===== src/assert_macros.svh =====
`ifndef ASSERT_MACROS_SVH
`define ASSERT_MACROS_SVH
// implication check on clk with asynchronous reset disable
`define ASSERT_IMPL(label, ante, cons, msg) \
    label: assert property (@(posedge clk) disable iff (!rst_n) (ante) |-> (cons)) \
        else $error(msg);
// next-cycle implication check
`define ASSERT_NEXT(label, ante, cons, msg) \
    label: assert property (@(posedge clk) disable iff (!rst_n) (ante) |=> (cons)) \
        else $error(msg);
`endif


===== src/bpcs_pkg.sv =====
`timescale 1ns / 1ps
package bpcs_pkg;
    localparam int NumBuffers = 64;
    localparam int UseMax = 5;
    localparam int IdW = $clog2(NumBuffers);
    localparam int SizeW = IdW + 1;
    localparam int UseW = $clog2(UseMax + 1);
    localparam int RefW = 16;
    localparam int LinkW = IdW + 1;
    localparam int StepW = $clog2((UseMax + 1) * NumBuffers + 1);
    localparam logic [SizeW-1:0] ListEnd = SizeW'(NumBuffers);
    localparam logic [RefW-1:0] RefLimit = '1;

    typedef enum logic [2:0] {
        KIND_PIN = 3'd0, KIND_UNPIN = 3'd1, KIND_SET_DIRTY = 3'd2,
        KIND_CLR_DIRTY = 3'd3, KIND_SET_VALID = 3'd4, KIND_INVALIDATE = 3'd5,
        KIND_POP = 3'd6, KIND_SWEEP = 3'd7
    } kind_t;

    // one descriptor entry
    typedef struct packed {
        logic            valid;
        logic            dirty;
        logic            listed;
        logic [RefW-1:0] refs;
        logic [UseW-1:0] uses;
        logic [LinkW-1:0] link;
    } desc_t;

    localparam int DescW = $bits(desc_t);

    typedef struct packed {
        logic [2:0]     kind;
        logic [IdW-1:0] buffer_id;
        logic           valid_flag;
    } req_t;

    typedef struct packed {
        logic            found;
        logic [IdW-1:0]  result_id;
        logic [RefW-1:0] ref_count_out;
        logic            valid_out;
        logic            dirty_out;
    } rsp_t;
endpackage


===== src/bpcs_if.sv =====
`timescale 1ns / 1ps
interface bpcs_if #(parameter type payload_t = logic) ();
    logic     valid;
    logic     ready;
    payload_t data;
    modport source (output valid, output data, input ready);
    modport sink (input valid, input data, output ready);
endinterface


===== src/bpcs_ram.sv =====
`timescale 1ns / 1ps
module bpcs_ram #(
    parameter int Width = 8,
    parameter int Depth = 64
) (
    input  logic                     clk,
    input  logic                     we,
    input  logic [$clog2(Depth)-1:0] waddr,
    input  logic [Width-1:0]         wdata,
    input  logic [$clog2(Depth)-1:0] raddr,
    output logic [Width-1:0]         rdata
);
    logic [Width-1:0] mem [Depth];

    // one write port, registered read port
    always_ff @(posedge clk)
    begin
        if (we)
        begin
            mem[waddr] <= wdata;
        end
        rdata <= mem[raddr];
    end
endmodule


===== src/bpcs_ctrl.sv =====
`timescale 1ns / 1ps
`include "assert_macros.svh"
module bpcs_ctrl
    import bpcs_pkg::*;
(
    input  logic             clk,
    input  logic             rst_n,
    input  logic             cfg_valid,
    output logic             cfg_ready,
    input  logic [SizeW-1:0] cfg_data,
    input  logic             req_valid,
    output logic             req_ready,
    input  req_t             req,
    output logic             rsp_valid,
    input  logic             rsp_ready,
    output rsp_t             rsp,
    output logic             ram_we,
    output logic [IdW-1:0]   ram_waddr,
    output desc_t            ram_wdata,
    output logic [IdW-1:0]   ram_raddr,
    input  desc_t            ram_rdata
);
    typedef enum logic [7:0] {
        ST_INIT  = 8'b00000001,
        ST_IDLE  = 8'b00000010,
        ST_RD    = 8'b00000100,
        ST_OP    = 8'b00001000,
        ST_HEAD  = 8'b00010000,
        ST_POP   = 8'b00100000,
        ST_SWEEP = 8'b01000000,
        ST_LINK  = 8'b10000000
    } state_t;

    state_t state_reg, state_next;
    logic [SizeW-1:0] size_reg, size_next;
    logic [IdW-1:0] init_reg, init_next;
    logic [IdW-1:0] start_reg, start_next;
    logic [IdW-1:0] cur_reg, cur_next;
    logic [LinkW-1:0] head_reg, head_next;
    logic [StepW-1:0] step_reg, step_next;
    req_t req_reg, req_next;
    logic out_v_reg, out_v_next;
    rsp_t out_reg, out_next;
    logic [SizeW-1:0] wr_size;
    logic [IdW-1:0] cur_inc;
    logic [SizeW-1:0] cur_ext;
    desc_t d;
    logic [UseW-1:0] dec_use;

    assign cfg_ready = (state_reg == ST_IDLE);
    assign req_ready = (state_reg == ST_IDLE) && !cfg_valid && !out_v_reg;
    assign rsp_valid = out_v_reg;
    assign rsp = out_reg;
    assign d = ram_rdata;
    assign cur_ext = {1'b0, cur_reg};
    assign cur_inc = (cur_ext + 1'b1 == size_reg) ? '0 : cur_reg + 1'b1;
    assign dec_use = (d.uses != '0) ? d.uses - 1'b1 : d.uses;

    // clamp written pool size
    always_comb
    begin
        wr_size = cfg_data;
        if (cfg_data < SizeW'(2))
        begin
            wr_size = SizeW'(2);
        end
        else if (cfg_data > ListEnd)
        begin
            wr_size = ListEnd;
        end
    end

    // sequencer
    always_comb
    begin
        state_next = state_reg;
        size_next = size_reg;
        init_next = init_reg;
        start_next = start_reg;
        cur_next = cur_reg;
        head_next = head_reg;
        step_next = step_reg;
        req_next = req_reg;
        out_v_next = out_v_reg;
        out_next = out_reg;
        ram_we = 1'b0;
        ram_waddr = cur_reg;
        ram_wdata = d;
        ram_raddr = cur_reg;
        if (out_v_reg && rsp_ready)
        begin
            out_v_next = 1'b0;
        end
        case (state_reg)
            ST_INIT:
            begin
                // clearing pass, entry 0 doubles as list head
                ram_we = 1'b1;
                ram_waddr = init_reg;
                ram_wdata = '0;
                ram_wdata.listed = (init_reg != '0) && ({1'b0, init_reg} < size_reg);
                ram_wdata.link = ({1'b0, init_reg} + 1'b1 < size_reg) ?
                                 LinkW'({1'b0, init_reg} + 1'b1) : ListEnd;
                init_next = init_reg + 1'b1;
                if (init_reg == IdW'(NumBuffers - 1))
                begin
                    state_next = ST_IDLE;
                end
            end
            ST_IDLE:
            begin
                if (cfg_valid)
                begin
                    size_next = wr_size;
                    init_next = '0;
                    start_next = '0;
                    state_next = ST_INIT;
                end
                else if (req_ready && req_valid)
                begin
                    req_next = req;
                    if (req.kind == KIND_POP)
                    begin
                        ram_raddr = '0;
                        state_next = ST_HEAD;
                    end
                    else if (req.kind == KIND_SWEEP)
                    begin
                        cur_next = ({1'b0, start_reg} < size_reg) ? start_reg : '0;
                        ram_raddr = ({1'b0, start_reg} < size_reg) ? start_reg : '0;
                        step_next = '0;
                        state_next = ST_SWEEP;
                    end
                    else if ({1'b0, req.buffer_id} >= size_reg)
                    begin
                        out_v_next = 1'b1;
                        out_next = '0;
                        out_next.result_id = req.buffer_id;
                    end
                    else
                    begin
                        ram_raddr = req.buffer_id;
                        state_next = ST_RD;
                    end
                end
            end
            ST_RD:
            begin
                // entry of the addressed buffer now on rdata; head needed for push
                cur_next = req_reg.buffer_id;
                ram_raddr = '0;
                ram_we = 1'b1;
                ram_waddr = req_reg.buffer_id;
                ram_wdata = d;
                case (kind_t'(req_reg.kind))
                    KIND_PIN:
                    begin
                        ram_wdata.uses = UseW'(UseMax);
                        if (d.refs != RefLimit)
                        begin
                            ram_wdata.refs = d.refs + 1'b1;
                        end
                    end
                    KIND_UNPIN:
                    begin
                        if (d.refs != '0)
                        begin
                            ram_wdata.refs = d.refs - 1'b1;
                        end
                    end
                    KIND_SET_DIRTY: ram_wdata.dirty = 1'b1;
                    KIND_CLR_DIRTY: ram_wdata.dirty = 1'b0;
                    KIND_SET_VALID: ram_wdata.valid = req_reg.valid_flag;
                    default:        ram_wdata.valid = 1'b0;
                endcase
                out_next.found = 1'b1;
                out_next.result_id = req_reg.buffer_id;
                out_next.valid_out = ram_wdata.valid;
                out_next.dirty_out = ram_wdata.dirty;
                out_next.ref_count_out = ram_wdata.refs;
                if ((req_reg.kind == KIND_INVALIDATE) && (req_reg.buffer_id != '0)
                    && !d.listed)
                begin
                    ram_wdata.listed = 1'b1;
                    state_next = ST_OP;
                end
                else
                begin
                    out_v_next = 1'b1;
                    state_next = ST_IDLE;
                end
            end
            ST_OP:
            begin
                // push: rdata holds head entry; relink head to the buffer, then the buffer
                ram_we = 1'b1;
                ram_waddr = '0;
                ram_wdata = d;
                ram_wdata.link = {1'b0, req_reg.buffer_id};
                head_next = d.link;
                state_next = ST_POP;
                step_next = '1;
            end
            ST_HEAD:
            begin
                // rdata holds entry 0
                if ((d.link >= LinkW'(size_reg)) || (d.link >= ListEnd))
                begin
                    out_v_next = 1'b1;
                    out_next = '0;
                    state_next = ST_IDLE;
                end
                else
                begin
                    head_next = d.link;
                    cur_next = d.link[IdW-1:0];
                    ram_raddr = d.link[IdW-1:0];
                    step_next = '0;
                    state_next = ST_POP;
                end
            end
            ST_POP:
            begin
                if (step_reg == '1)
                begin
                    // finish push: buffer takes old head link, listed set
                    ram_we = 1'b1;
                    ram_waddr = req_reg.buffer_id;
                    ram_wdata = '0;
                    ram_wdata.valid = 1'b0;
                    ram_wdata.dirty = out_reg.dirty_out;
                    ram_wdata.listed = 1'b1;
                    ram_wdata.refs = out_reg.ref_count_out;
                    ram_wdata.uses = d.uses;
                    ram_wdata.link = head_reg;
                    out_v_next = 1'b1;
                    state_next = ST_IDLE;
                end
                else
                begin
                    // rdata holds popped entry: unlist it, head moves to its link
                    ram_we = 1'b1;
                    ram_waddr = cur_reg;
                    ram_wdata = d;
                    ram_wdata.listed = 1'b0;
                    head_next = d.link;
                    if (d.refs == '0)
                    begin
                        out_next.found = 1'b1;
                        out_next.result_id = cur_reg;
                        out_next.ref_count_out = d.refs;
                        out_next.valid_out = d.valid;
                        out_next.dirty_out = d.dirty;
                        ram_raddr = '0;
                        state_next = ST_LINK;
                    end
                    else if ((d.link >= LinkW'(size_reg)) || (d.link >= ListEnd))
                    begin
                        out_next = '0;
                        ram_raddr = '0;
                        state_next = ST_LINK;
                    end
                    else
                    begin
                        cur_next = d.link[IdW-1:0];
                        ram_raddr = d.link[IdW-1:0];
                    end
                end
            end
            ST_LINK:
            begin
                // rdata holds entry 0: store the new list head
                ram_we = 1'b1;
                ram_waddr = '0;
                ram_wdata = d;
                ram_wdata.link = head_reg;
                out_v_next = 1'b1;
                state_next = ST_IDLE;
            end
            ST_SWEEP:
            begin
                ram_we = 1'b1;
                ram_waddr = cur_reg;
                ram_wdata = d;
                if (!d.valid || ((d.refs == '0) && (dec_use == '0)))
                begin
                    ram_wdata.uses = d.valid ? dec_use : d.uses;
                    out_v_next = 1'b1;
                    out_next.found = 1'b1;
                    out_next.result_id = cur_reg;
                    out_next.ref_count_out = d.refs;
                    out_next.valid_out = d.valid;
                    out_next.dirty_out = d.dirty;
                    start_next = cur_inc;
                    state_next = ST_IDLE;
                end
                else if (StepW'(step_reg + 1'b1) ==
                         StepW'(StepW'(UseMax + 1) * StepW'(size_reg)))
                begin
                    ram_wdata.uses = dec_use;
                    out_v_next = 1'b1;
                    out_next = '0;
                    state_next = ST_IDLE;
                end
                else
                begin
                    ram_wdata.uses = dec_use;
                    step_next = step_reg + 1'b1;
                    cur_next = cur_inc;
                    ram_raddr = cur_inc;
                end
            end
            default:
            begin
                state_next = ST_INIT;
            end
        endcase
    end

    always_ff @(posedge clk or negedge rst_n)
    begin
        if (!rst_n)
        begin
            state_reg <= ST_INIT;
            size_reg <= ListEnd;
            init_reg <= '0;
            start_reg <= '0;
            out_v_reg <= 1'b0;
            step_reg <= '0;
        end
        else
        begin
            state_reg <= state_next;
            size_reg <= size_next;
            init_reg <= init_next;
            start_reg <= start_next;
            out_v_reg <= out_v_next;
            step_reg <= step_next;
        end
    end

    always_ff @(posedge clk)
    begin
        cur_reg <= cur_next;
        head_reg <= head_next;
        req_reg <= req_next;
        out_reg <= out_next;
    end

    `ASSERT_IMPL(a_ready_idle, req_ready, state_reg == ST_IDLE, "ready outside idle")
    `ASSERT_IMPL(a_size_range, state_reg == ST_IDLE,
                 size_reg >= SizeW'(2) && size_reg <= ListEnd, "pool size out of range")
    `ASSERT_NEXT(a_accept_busy, req_valid && req_ready, !req_ready, "second accept")
endmodule


===== src/buffer_pool_clock_sweep_core.sv =====
`timescale 1ns / 1ps
// simple ops read and write the descriptor; an invalidate that pushes onto the free
// list also relinks the list head and then the buffer
// pop: reads entry 0, then walks the list to an entry with no refs or to its end
// sweep: visits descriptors in turn, at most (UseMax+1)*pool_size of them
// one transaction in flight; the next request waits until the result is accepted
// reset and each pool_size write clear all 64 entries in a pass, no request taken
module buffer_pool_clock_sweep_core
    import bpcs_pkg::*;
(
    input logic clk,
    input logic rst_n,
    bpcs_if.sink   cfg,
    bpcs_if.sink   req,
    bpcs_if.source rsp
);
    logic ram_we;
    logic [IdW-1:0] ram_waddr, ram_raddr;
    desc_t ram_wdata, ram_rdata;

    bpcs_ram #(.Width(DescW), .Depth(NumBuffers)) u_ram (
        .clk   (clk),
        .we    (ram_we),
        .waddr (ram_waddr),
        .wdata (ram_wdata),
        .raddr (ram_raddr),
        .rdata (ram_rdata)
    );

    bpcs_ctrl u_ctrl (
        .clk       (clk),
        .rst_n     (rst_n),
        .cfg_valid (cfg.valid),
        .cfg_ready (cfg.ready),
        .cfg_data  (cfg.data),
        .req_valid (req.valid),
        .req_ready (req.ready),
        .req       (req.data),
        .rsp_valid (rsp.valid),
        .rsp_ready (rsp.ready),
        .rsp       (rsp.data),
        .ram_we    (ram_we),
        .ram_waddr (ram_waddr),
        .ram_wdata (ram_wdata),
        .ram_raddr (ram_raddr),
        .ram_rdata (ram_rdata)
    );
endmodule

===== src/flat_wrapper.sv =====
// flat-port wrapper written by rule: the top's interface ports become plain ports
module buffer_pool_clock_sweep_core_flat import bpcs_pkg::*;
  (clk, rst_n, cfg_valid, cfg_data, cfg_ready, req_valid, req_data, req_ready, rsp_valid, rsp_data, rsp_ready);
  bpcs_if cfg_i ();
  bpcs_if req_i ();
  bpcs_if rsp_i ();
  input logic clk;
  input logic rst_n;
  input wire logic [$bits(cfg_i.valid)-1:0] cfg_valid;
  input wire logic [$bits(cfg_i.data)-1:0] cfg_data;
  output wire logic [$bits(cfg_i.ready)-1:0] cfg_ready;
  input wire logic [$bits(req_i.valid)-1:0] req_valid;
  input wire logic [$bits(req_i.data)-1:0] req_data;
  output wire logic [$bits(req_i.ready)-1:0] req_ready;
  output wire logic [$bits(rsp_i.valid)-1:0] rsp_valid;
  output wire logic [$bits(rsp_i.data)-1:0] rsp_data;
  input wire logic [$bits(rsp_i.ready)-1:0] rsp_ready;
  assign cfg_i.valid = cfg_valid;
  assign cfg_i.data = cfg_data;
  assign cfg_ready = cfg_i.ready;
  assign req_i.valid = req_valid;
  assign req_i.data = req_data;
  assign req_ready = req_i.ready;
  assign rsp_valid = rsp_i.valid;
  assign rsp_data = rsp_i.data;
  assign rsp_i.ready = rsp_ready;
  buffer_pool_clock_sweep_core u_core (.clk(clk), .rst_n(rst_n), .cfg(cfg_i), .req(req_i), .rsp(rsp_i));
endmodule

===== config.mk =====
export PLATFORM = sky130hd
export DESIGN_NAME = buffer_pool_clock_sweep_core_flat
export DESIGN_NICKNAME = d
export VERILOG_FILES = /design/src/bpcs_pkg.sv /design/src/bpcs_if.sv /design/src/bpcs_ram.sv /design/src/bpcs_ctrl.sv /design/src/buffer_pool_clock_sweep_core.sv /design/src/flat_wrapper.sv
export VERILOG_INCLUDE_DIRS = /design/src /design/src/src
export SDC_FILE = /design/constraint.sdc
export NUM_CORES = 1
export LEC_CHECK = 0
export ABC_AREA = 1
export BUFFER_PORTS_ARGS = -buffer_cell sky130_fd_sc_hd__buf_2
export CAP_MARGIN = 20
export CORE_AREA = 5 5 44 46
export CTS_BUF_LIST = sky130_fd_sc_hd__clkbuf_2 sky130_fd_sc_hd__clkbuf_4 sky130_fd_sc_hd__clkbuf_8
export CTS_CLUSTER_SIZE = 28
export DETAILED_ROUTE_END_ITERATION = 7
export DIE_AREA = 0 0 49 51
export PLACE_DENSITY = 0.76
export SLEW_MARGIN = 20
export SYNTH_ARGS = -nofsm -noshare
export SYNTH_HDL_FRONTEND = slang
export SYNTH_SLANG_ARGS = --single-unit

===== constraint.sdc =====
create_clock -name clk -period 1.5 [get_ports clk]
set_input_delay 0.375 -clock clk [delete_from_list [all_inputs] [get_ports clk]]
set_output_delay 0.375 -clock clk [all_outputs]
set_load 0.02 [all_outputs]

==> impl_metrics.py, run 1 <==
metrics = {
    "timing": {
        "max_slew_margin": 0.8183,
        "finalHoldViolCount": 0,
        "setup_ws_ns": -0.05037,
        "fin_crit_sh": 1.034,
        "finClkSkew_ns": 0.003053,
        "slew_violations": 0,
        "timing.hold.ws_ns": 0.3336,
        "rsz0062_at_grt": "true",
        "tightestPinTransition_ns": 0.2703,
        "max_freq_mhz": 645.0,
        "setup_viol": 2,
        "fin_crit_ns": 1.550,
    },
    "final_layout": {
        "layout_commonest_cell": "nand2_1",
        "n_antenna_cell": 0,
        "area_delta_synth_final_pct": 21.36,
        "layout-drive-gt1-share": 0.3636,
        "num-fill-cells": 136,
        "seq_area_um2": 384.1,
        "nets": 119,
        "multi_input_area_um2": 347.8,
        "final_cell_area_um2": 959.7,
        "mostFrequentLayoutCells": "nand2_1 (20), nor2_1 (12), dfrtp_1 (9), inv_1 (7), buf_4 (7)",
        "largest_reg_flops": 6,
    },
    "logic_synthesis": {
        "avgSynthCellArea_um2": 8.786,
        "yosys_warnings": 0,
        "syn-instance-count": 90,
        "netlist_area_um2": 790.8,
        "ys_types": 25,
        "synth_nets": 98,
        "ys_seq_area_frac": 0.4842,
        "ys_ff_latch": 15,
    },
    "setup_path": {
        "cp_max_fo": 3,
        "path_class": "flop to primary output",
        "crit_start": "u_core.u_ctrl.state_reg[0]$_DFFE_PN1P_",
        "r2r_start": "u_core.u_ctrl.state_reg[0]$_DFFE_PN1P_",
        "startpoint_type": "flop",
        "path_cells": "inv_4 -> nand3_4 -> nor3_4 -> buf_6",
        "cp_slowest_cell": "dfstp_2",
        "critPathBufInv": 2,
        "required_ns": 1.12,
        "critPathTopFamily": "flip-flops",
        "critPathMaxStageDelay_ns": 0.56,
        "cp.arrival_ns": 1.18,
        "critPathCaptureType": "primary output",
    },
    "power_and_ir_drop": {
        "pwr-share-clk": 0.260,
        "pwr-share-seq": 0.500,
        "switchingPower_uw": 287.5,
        "p_leak_uw": 0.0004928,
        "ir_drop_mv": 0.7610,
        "p_sw_frac": 0.3036,
        "p_comb_frac": 0.241,
        "power_density_nw_per_um2": 986.6,
        "p_int_uw": 659.4,
    },
    "global_routing": {
        "grt_pass1_wl_um": 2628,
        "grt_pass1_vias": 603,
        "overflow": 0,
        "grt_max_degree": 13,
        "antenna_found_initial": 0,
        "grt_use_total": 0.1332,
    },
    "detailed_routing": {
        "drc": 0,
        "vias_per_cell": 5.190,
        "ant_nets": 0,
        "first_pass_iters": 4,
        "vias": 654,
        "drt-initial-drc-count": 5,
        "drt-wirelength-per-cell_um": 12.29,
        "totalWireLength_um": 1548,
    },
    "worst_hold_path": {
        "worstHoldStart": "req_valid",
        "hp-class": "input pin to flop",
    },
    "die": {
        "die_width_um": 49,
        "rows": 14,
        "core_area_um2": 1471,
        "dieArea_um2": 2499,
        "initial_core_util": 0.5374,
        "die_h_um": 51,
        "boundaryPins": 11,
    },
    "clocking": {
        "cts_max_level": 1,
        "clockBufferDepth": 2,
        "cts_buffers": 3,
        "cts_sinks": 15,
        "clk_pin_slew_ns": 0.09,
        "cts_tree": "yes",
        "insertion_delay_ns": 0.28,
        "clock-root-buffer": "clkbuf_4",
    },
    "status": {
        "failed_checks": "setup timing",
        "status": "complete, but fails checks",
    },
    "placement": {
        "portBuffers": 8,
        "dp_hpwl_um": 1129,
        "placed_cell_area_um2": 850.8,
        "gp_congestion": 0.8511,
    },
    "flow_run": {
        "max_cap_viol_count": 0,
    },
}
## per-stage QoR
stage          setup TNS, ns  total power (uW)  utilization  worst slack [ns]  std cells
2_1_floorplan              0             626.7            -            0.1714         90
3_3_place_gp               0             668.3       0.5782            0.1518        114
3_5_place_dp               0             679.6       0.5782            0.1366        114
4_1_cts              -0.1363             941.8       0.6403          -0.08354        124
5_1_grt              -0.2035              1013       0.6522           -0.1084        126
6_report            -0.09453             946.9       0.6522          -0.05037        126
## cells by family after synthesis
family	count (synthesis)	synth area share
simple gates	49	0.3449
buf+inv	16	0.07595
flops	15	0.4842
compound gates	8	0.06804
xor+xnor	1	0.01108
fa+ha+maj	1	0.01582
## worst reg2reg max path, cell delays in order, from the launching register on
cell and delay [ns]:
dfstp_2 0.56, buf_4 0.12, nand3_4 0.10, and2_4 0.19
a21oi_1 0.13
## path summary, 6_finish.rpt
| kind | end | slack, ns | cells past startpoint |
|---|---|---|---|
| min in group asynchronous | u_core.u_ctrl.init_reg[1]$_DFFE_PN0P_ | 0.49 | 2 |
| worst min register to register | u_core.u_ram.rdata[27]$_DFF_P_ | 0.35 | 0 |
| worst max register to register | u_core.u_ram.mem[0][27]$_DFFE_PP_ | 0.12 | 4 |
| worst min-delay path | u_core.u_ctrl.state_reg[2]$_DFFE_PN0P_ | 0.33 | 3 |
| worst max-delay path | req_ready | -0.05 | 4 |
| max in group asynchronous | u_core.u_ctrl.state_reg[0]$_DFFE_PN1P_ | 0.74 | 2 |
## cell type report
| cell class | count | share of cell area |
|---|---|---|
| clock buffer | 4 | 0.03129 |
| sequential | 15 | 0.4003 |
| timing repair buffer | 16 | 0.1199 |
| multi-input combinational | 59 | 0.3625 |
| tap | 16 | 0.02086 |
| inverter | 16 | 0.06519 |
## power by group through the flow
stage,registers (uW),logic (uW),clock network (uW)
finish,473,228,246
floorplan,477,149,0
detailed placement,482,198,0
global route,479,255,279
global placement,479,189,0
CTS,472,221,249
## layer usage
metal  global-route usage  part of all wire
met5                    0                 0
met3              0.02616             0.033
met4              0.02691            0.0065
met1               0.1755              0.45
met2               0.2283              0.51
## repair_timing
action	CTS	global route
setup endpoints to repair	2	2
hold buffers	1	0
resized for setup	5	2
hold endpoints to repair	10	0
setup buffers	5	2
pin swaps	2	2
## cells in the mapped netlist
cell type,number,area share
nand2_4,1,0.014
nor2_1,12,0.057
or2_1,1,0.0079
and2_4,1,0.011
nand2_1,20,0.095
a21oi_2,1,0.011
inv_2,6,0.028
xor2_1,1,0.011
a21oi_1,3,0.019
o21ai_2,2,0.022
dfrtp_1,10,0.32
nand4_1,2,0.016
clkinv_1,2,0.0095
dfstp_2,2,0.066
o31ai_1,1,0.0095
nand3_1,6,0.038
nand3_4,2,0.044
ha_1,1,0.016
edfxtp_1,2,0.076
inv_1,8,0.038
o21ai_0,1,0.0063
nor3_4,1,0.021
nand3_2,2,0.025
dfxtp_1,1,0.025
nand4_2,1,0.016
(Power assumes the default switching activity.)
==> run 2, diff against run 1 <==
--- a/config.mk
+++ b/config.mk
@@ -9,12 +9,14 @@
 export ABC_AREA = 1
 export BUFFER_PORTS_ARGS = -buffer_cell sky130_fd_sc_hd__buf_2
 export CAP_MARGIN = 20
-export CORE_AREA = 5 5 44 46
-export CTS_BUF_LIST = sky130_fd_sc_hd__clkbuf_2 sky130_fd_sc_hd__clkbuf_4 sky130_fd_sc_hd__clkbuf_8
+export CELL_PAD_IN_SITES_DETAIL_PLACEMENT = 1
+export CELL_PAD_IN_SITES_GLOBAL_PLACEMENT = 1
+export CORE_AREA = 5 5 49 51
+export CTS_BUF_LIST = sky130_fd_sc_hd__clkbuf_8
 export CTS_CLUSTER_SIZE = 28
 export DETAILED_ROUTE_END_ITERATION = 7
-export DIE_AREA = 0 0 49 51
-export PLACE_DENSITY = 0.76
+export DIE_AREA = 0 0 54 56
+export PLACE_DENSITY = 0.78
 export SLEW_MARGIN = 20
 export SYNTH_ARGS = -nofsm -noshare
 export SYNTH_HDL_FRONTEND = slang
==> run 2 against run 1 <==
Against the previous run:
- the flow still finishes with violations (setup timing)
- non-clock buffer count rose by 2
- first-iteration DRC count shrank 20%
- clock skew about the same
- fmax up 3.2%
==> impl_metrics.py, run 2 (synthesized netlist as in run 1, its figures left out) <==
metrics = {
    "status": {
        "status": "complete, but fails checks",
        "failed_checks": "setup timing",
    },
    "global_routing": {
        "antenna_found_initial": 0,
        "grt_pass1_vias": 756,
        "grt_use_total": 0.1499,
        "grt_max_degree": 13,
        "overflow": 0,
        "grt_pass1_wl_um": 3353,
    },
    "power_and_ir_drop": {
        "finalPower_uw": 1045,
        "power_density_nw_per_um2": 1040,
        "p_leak_uw": 0.0005127,
        "ir_drop_mv": 0.8325,
    },
    "setup_path": {
        "path_class": "flop to primary output",
        "cp.arrival_ns": 1.13,
        "cp_max_fo": 4,
        "critPathBufInv": 2,
        "path_cells": "inv_4 -> nand3_4 -> nor3_4 -> buf_6",
        "startpoint_type": "flop",
        "critPathTopFamily": "flip-flops",
        "regToRegSetupSlack_ns": 0.02,
        "cp_slowest_cell": "dfstp_2",
        "critPathMaxStageDelay_ns": 0.56,
        "required_ns": 1.12,
        "critPathCaptureType": "primary output",
    },
    "timing": {
        "timing.hold.ws_ns": 0.0008459,
        "tightestPinTransition_ns": 0.2796,
        "setup_ws_ns": -0.001704,
        "setup_viol": 1,
        "slew_violations": 0,
        "fin_tns_setup_ns": -0.001704,
        "finClkSkew_ns": 0.003100,
        "max_freq_mhz": 665.9,
        "fin_crit_ns": 1.502,
        "rsz0062_at_grt": "true",
        "fin_crit_sh": 1.001,
        "finalHoldViolCount": 0,
        "max_slew_margin": 0.8129,
    },
    "placement": {
        "placed_cell_area_um2": 864.6,
        "portBuffers": 8,
        "dp_hpwl_um": 1353,
        "gp_congestion": 0.7924,
        "dp_cells": 125,
    },
    "die": {
        "die_h_um": 56,
        "die_width_um": 54,
        "core_area_um2": 1902,
        "boundaryPins": 11,
        "dieArea_um2": 3024,
        "initial_core_util": 0.4158,
        "rows": 16,
    },
    "final_layout": {
        "largest_reg_flops": 6,
        "n_antenna_cell": 0,
        "layout_commonest_cell": "nand2_1",
        "seq_area_um2": 384.1,
        "layout-drive-gt1-share": 0.3839,
        "num-fill-cells": 234,
        "area_delta_synth_final_pct": 27.06,
        "final_cell_area_um2": 1005,
        "mostFrequentLayoutCells": "nand2_1 (20), nor2_1 (12), buf_4 (10), dfrtp_1 (9), inv_1 (8)",
        "nets": 121,
        "stdcell_count": 139,
        "multi_input_area_um2": 351.6,
    },
    "flow_run": {
        "max_cap_viol_count": 0,
    },
    "detailed_routing": {
        "ant_nets": 0,
        "drt-wirelength-per-cell_um": 14.29,
        "vias_per_cell": 4.921,
        "first_pass_iters": 4,
        "drt-initial-drc-count": 4,
        "totalWireLength_um": 1987,
        "drc": 0,
        "vias": 684,
    },
    "clocking": {
        "clockBufferDepth": 2,
        "cts_tree": "yes",
        "cts_max_level": 1,
        "insertion_delay_ns": 0.24,
        "cts_buffers": 3,
        "clock-root-buffer": "clkbuf_8",
        "clk_pin_slew_ns": 0.06,
        "cts_sinks": 15,
    },
    "worst_hold_path": {
        "hp-class": "input pin to async pin",
    },
}
run 2: path summary, 6_finish.rpt:
kind	start	to	cells past startpoint
max in group asynchronous	rst_n	u_core.u_ctrl.state_reg[0]$_DFFE_PN1P_	1
min	rst_n	u_core.u_ctrl.init_reg[2]$_DFFE_PN0P_	1
max reg2reg	u_core.u_ctrl.state_reg[0]$_DFFE_PN1P_	u_core.u_ram.mem[0][27]$_DFFE_PP_	5
max	u_core.u_ctrl.state_reg[0]$_DFFE_PN1P_	req_ready	4
min in group clk	u_core.u_ram.mem[0][27]$_DFFE_PP_	u_core.u_ram.rdata[27]$_DFF_P_	0
min reg2reg	u_core.u_ram.mem[0][27]$_DFFE_PP_	u_core.u_ram.rdata[27]$_DFF_P_	0
run 2: layout make-up:
type	count	area share
Timing Repair Buffer	18	0.1270
Sequential cell	15	0.3823
Clock inverter	1	0.003736
Tap cell	27	0.03362
Clock buffer	3	0.04110
Inverter	16	0.06227
Multi-Input combinational cell	59	0.3499
run 2: metal layers:
layer  vias to the layer above  track usage  wire length [um]
li1                        332            -                 -
met5                         -            0                 0
met1                       339       0.1830               818
met3                         4      0.05094                48
met2                         9       0.2457              1092
met4                         0      0.03915                27
run 2: repair_timing:
item                                    CTS  global route
gates resized for setup                   5             3
hold buffers                              0             0
buffers inserted                          6             4
endpoints found under the setup margin    2             2
pin swaps                                 2             2
run 2: through the flow:
| step | util | setup slack, ns |
|---|---|---|
| 2_1_floorplan | - | 0.1714 |
| 3_3_place_gp | 0.4546 | 0.1384 |
| 3_5_place_dp | 0.4546 | 0.1136 |
| 4_1_cts | 0.5099 | -0.05620 |
| 5_1_grt | 0.5283 | -0.05843 |
| 6_report | 0.5283 | -0.001704 |
run 2: power by group:
| part | internal [uW] | switching [uW] |
|---|---|---|
| clock | 181 | 133 |
| combinational | 102 | 153 |
| sequential | 447 | 28.6 |
| total | 729 | 315 |
